File: config.mk
export PLATFORM = sky130hd
export DESIGN_NAME = mmm_mac
export DESIGN_NICKNAME = d
export VERILOG_FILES = /design/src/hdl/mmm_pkg.sv /design/src/hdl/mmm_mac.sv
export SDC_FILE = /design/constraint.sdc
export NUM_CORES = 2
export LEC_CHECK = 0
export ABC_AREA = 1
export BUFFER_PORTS_ARGS = -buffer_cell sky130_fd_sc_hd__buf_2
export CAP_MARGIN = 15
export CELL_PAD_IN_SITES_DETAIL_PLACEMENT = 1
export CELL_PAD_IN_SITES_GLOBAL_PLACEMENT = 2
export CORE_AREA = 3 3 305 307
export DETAILED_ROUTE_END_ITERATION = 8
export DIE_AREA = 0 0 308 310
export PLACE_DENSITY = 0.95
export SLEW_MARGIN = 15
export SYNTH_ARGS = -nofsm -noshare
export SYNTH_HDL_FRONTEND = slang
export SYNTH_SLANG_ARGS = --single-unit
File: constraint.sdc
create_clock -name vclk -period 20.9
set_input_delay 2.09 -clock vclk [all_inputs]
set_output_delay 2.09 -clock vclk [all_outputs]
set_load 0.05 [all_outputs]
File: src/hdl/mmm_pkg.sv
package mmm_pkg;

	localparam int WORD_W     = 32;
	localparam int WC_W       = 7;
	localparam int CFG_ADDR_W = 2;

	localparam logic [CFG_ADDR_W-1:0] REG_WORD_COUNT = 2'd0;
	localparam logic [CFG_ADDR_W-1:0] REG_NPRIME     = 2'd1;

	localparam logic [WC_W-1:0]   WC_RESET     = 7'd64;
	localparam logic [WORD_W-1:0] NPRIME_RESET = 32'd1;

	typedef enum logic [8:0] {
		ST_LOAD   = 9'b000000001,
		ST_MUL    = 9'b000000010,
		ST_RED    = 9'b000000100,
		ST_FLUSH  = 9'b000001000,
		ST_CMP    = 9'b000010000,
		ST_CMPEND = 9'b000100000,
		ST_ORD    = 9'b001000000,
		ST_ODATA  = 9'b010000000,
		ST_OSEND  = 9'b100000000
	} state_t;

	typedef enum logic [1:0] {
		OP_SCALE_A,
		OP_SCALE_U,
		OP_ELEM,
		OP_CMP
	} op_t;

endpackage

File: src/hdl/mmm_mac.sv
module mmm_mac (
	input  logic [mmm_pkg::WORD_W-1:0]   x,
	input  logic [mmm_pkg::WORD_W-1:0]   y,
	input  logic [mmm_pkg::WORD_W-1:0]   z,
	input  logic [mmm_pkg::WORD_W-1:0]   c,
	output logic [2*mmm_pkg::WORD_W-1:0] t
);
	import mmm_pkg::*;

	logic [2*WORD_W-1:0] prod;

	// x*y + z + c never exceeds the double word
	assign prod = {{WORD_W{1'b0}}, x} * {{WORD_W{1'b0}}, y};
	assign t    = prod + {{WORD_W{1'b0}}, z} + {{WORD_W{1'b0}}, c};

endmodule

# [Word level (Yosys, flattened, before mapping)]
# Index checks and enable logic that the tools add are counted.
[word_totals] regBits=0 latchBits=0 mem_bits_rw=0 romBits=0 inputBits=128 out_inout_bits=64 word_cells=3 n_memories=0
[op_classes] n_addsub=2 mul=1 div_mod_pow=0 n_lt_le_gt_ge=0 n_eq_ne=0 n_shift=0 n_mux=0 bitwise_logic=0 n_reduce_logical=0
[ops] op="64-bit by 32-bit adder with 64-bit output" count=2
[ops] op="32-bit by 32-bit multiplier with 64-bit output" count=1

# [Depth between registers and ports, before layout]
[depth] ltp_word=3 mapped_depth=32 mapped_depth_nobuf=31

# [Worst setup path before layout]
# OpenSTA, ideal clock, no wires.
[synth_path] path_type="in2out" start="input port x[22] (netlist name)" end="output port t[34] (netlist name)" arrival_ns=8.450 t_required_ns=18.810 setup_slack_ns=10.360 cell_stages=25 path_buffers=1 cell_sequence="clkbuf_1 nand2_1 fa_1 inv_1 fa_1 inv_1 fa_1 inv_1 fa_1 fa_1 fa_1 fa_1 inv_1 fa_1 inv_1 ha_1 nand2_2 nor2_1 inv_2 nor2_2 inv_1 nor2_1 nor2_1 nand2_1 xor2_1"
[synth_between] elab_chain_cells=3
[synth_rtl] element="from (decl)" line_no="mmm_mac.sv:2" source="input logic [mmm_pkg::WORD_W-1:0] x,"
[synth_rtl] element="32-bit by 32-bit multiplier with 64-bit output" line_no="mmm_mac.sv:13" source="assign prod = {{WORD_W{1'b0}}, x} * {{WORD_W{1'b0}}, y};"
[synth_rtl] element="64-bit by 32-bit adder with 64-bit output (2 in series)" line_no="mmm_mac.sv:14" source="assign t = prod + {{WORD_W{1'b0}}, z} + {{WORD_W{1'b0}}, c};"
[synth_rtl] element="to (decl)" line_no="mmm_mac.sv:6" source="output logic [2*mmm_pkg::WORD_W-1:0] t"
# Every way passes these cells.

# [Worst setup path after layout]
[layout_path] start="input port y[8] (netlist name)" end="output port t[27] (netlist name)"
[layout_between] elab_chain_cells=3
[layout_rtl] element="from (decl)" line_no="mmm_mac.sv:3" source="input logic [mmm_pkg::WORD_W-1:0] y,"
[layout_rtl] element="32-bit by 32-bit multiplier with 64-bit output" line_no="mmm_mac.sv:13"
[layout_rtl] element="64-bit by 32-bit adder with 64-bit output (2 in series)" line_no="mmm_mac.sv:14"
# Every way passes these cells.

==> flow_summary.toml <==
[status]
status = "finished, final reports clean"

[timing]
fmax_mhz = 85.4
slew_viol_final = 0
tightestPinTransition_ns = 0.971
period_share_pct = 56.0
slew_headroom_pct = 35.3
finalHoldViolCount = 0
rsz0062_at_grt = "no"
final-setup-viol-count = 0
min_period_ns = 11.71
tns_ns = 0

[logic_synthesis]
synth_top_area_cell = "fa_1"
ys_top_cells_by_area = "fa_1 (51%), inv_1 (18%), nand2_1 (16%)"
syn_inst = 5133
syn_area_mm2 = 0.0378
netlist.area_leader.share_pct = 50.8
yosysWarnings = 0
ys_types = 22
syn_nets = 6496
synth.avg_cell_area_um2 = 7.36
seq_area_frac_synth_pct = 0

[route]
ant_nets = 0
drtIter0Drc = 1842
vias = 31100
remaining_drc_errors = 0
wire_per_inst_um = 20.3
via_per_inst = 4.92
drt-pass1-iter-count = 5
routed_wl_mm = 128

[hold_path]
hold_class = "input pin to output port"

[place]
hpwl_mm = 110
routabilityCongestion = 0.919
port_buffers = 192

[die]
start_util_pct = 41.9
die_w_um = 308
fp-row-count = 110
ios = 192
core_mm2 = 0.0903
die_y_um = 310
die-area_mm2 = 0.0955

[global_route]
use_met3_pct = 2.54
grt.busiest_layer = "met2"
grt_antenna_before_repair = 11
grt_pass1_vias = 35400
grt_max_degree = 33
grtUsageTotal_pct = 27.7
grt_pass1_wl_mm = 203
grtUsageMet2_pct = 48.0
grtUsageMet1_pct = 37.7
grt-ovfl-total = 0

[cts]
holdBufCountCts = 0
cts_resized = 0
cts_setup_buffers = 0

[worst_setup_path]
cp-end-kind = "output port"
cp-start-kind = "input pin"
arrival_ns = 9.62
crit_fanout = 32
worstPathRequired_ns = 18.81
worstSetupPathType = "input pin to output port"

[finish]
fill_cells = 11500
drive_gt1_share_pct = 4.62
register_area_um2 = 0
clkbuf_count = 0
area_delta_synth_final_pct = 4.85
fin_util_pct = 43.9
nets = 6512
seq_cell_count = 0
multiInputGateArea_mm2 = 0.0303

[run]
maxCapViolations = 0
## worst paths after layout
path  cells past startpoint  endpoint  startpoint  slack (ns)
max                      22     t[27]        y[8]        9.19
min                       3      t[0]        z[0]        4.62
## cells in the final DEF (no fill, tap or decap), drive strengths merged
master | Yosys | layout
diode | 0 | 6
o21ai | 2 | 2
xnor2 | 4 | 4
buf | 0 | 206
nor2 | 113 | 113
o21bai | 10 | 10
inv | 1813 | 1813
xor2 | 32 | 32
nor3 | 16 | 16
nand4 | 15 | 15
nand2 | 1599 | 1599
a21oi | 40 | 40
nor4 | 2 | 2
nand3 | 60 | 60
fa | 959 | 959
ha | 276 | 276
## stage by stage
step                      hold slack [ns]  instances  setup slack (ns)  area, um2
after floorplan                      4.56       5133             10.36      37800
after global placement               4.62       6323              9.29      39600
after global routing                 4.66       6326              8.99      39600
after CTS                            4.62       6323              9.23      39600
final                                4.62       6329              9.19      39600
after detailed placement             4.63       6323              9.27      39600
## kinds of logic (layout without fill, tap and decap cells)
group | Yosys count | after routing | synth area share, %
simple gates | 1805 | 1805 | 18.6
buf+inv | 2005 | 2019 | 19.9
compound gates | 52 | 52 | 0.755
other cells | 0 | 6 | 0
xor+xnor | 36 | 36 | 0.834
fa+ha+maj | 1235 | 1235 | 59.9
## worst max-delay path, stage by stage
cell	delay [ns]
buf_2	0.64
nand2_1	0.18
fa_1	0.56
fa_1	0.54
fa_1	0.52
fa_1	0.52
inv_1	0.06
fa_1	0.64
fa_1	0.51
fa_1	0.51
inv_1	0.05
fa_1	0.48
inv_1	0.05
ha_1	0.36
nand2_1	0.14
nor2_1	0.24
inv_1	0.14
nor3_2	0.26
nand3_1	0.12
nand2_1	0.29
xor2_1	0.35
buf_2	0.34
## cell usage after synthesis
cell and number:
inv_1 1812, nand2_1 1591, fa_1 959, ha_1 276, clkbuf_1 192, nor2_1 100, nand3_1 56, a21oi_1 40
xor2_1 32, nand4_1 15, nor2_2 12, nor3_1 11, o21bai_1 10, nand2_2 8, nor3_2 5, nand3_2 4
xnor2_1 4, o21ai_0 2, inv_2 1, nor2_4 1, nor4_1 1, nor4_2 1
## metal layers
| metal | share of wire [%] | vias to the layer above |
|---|---|---|
| li1 | - | 13900 |
| met1 | 42 | 16200 |
| met2 | 49 | 913 |
| met3 | 5.6 | 172 |
| met4 | 2.6 | 8 |
| met5 | 0.039 | - |
## area by class of cell
type | instances | area share (%)
inverter | 1813 | 17.2
timing repair buffer | 206 | 2.69
tap | 1176 | 3.71
multi-input combinational | 3128 | 76.4
antenna | 6 | 0.0379
Power is not shown: default switching activity piles up to over one toggle a cycle in this logic, so the estimate is an artifact.
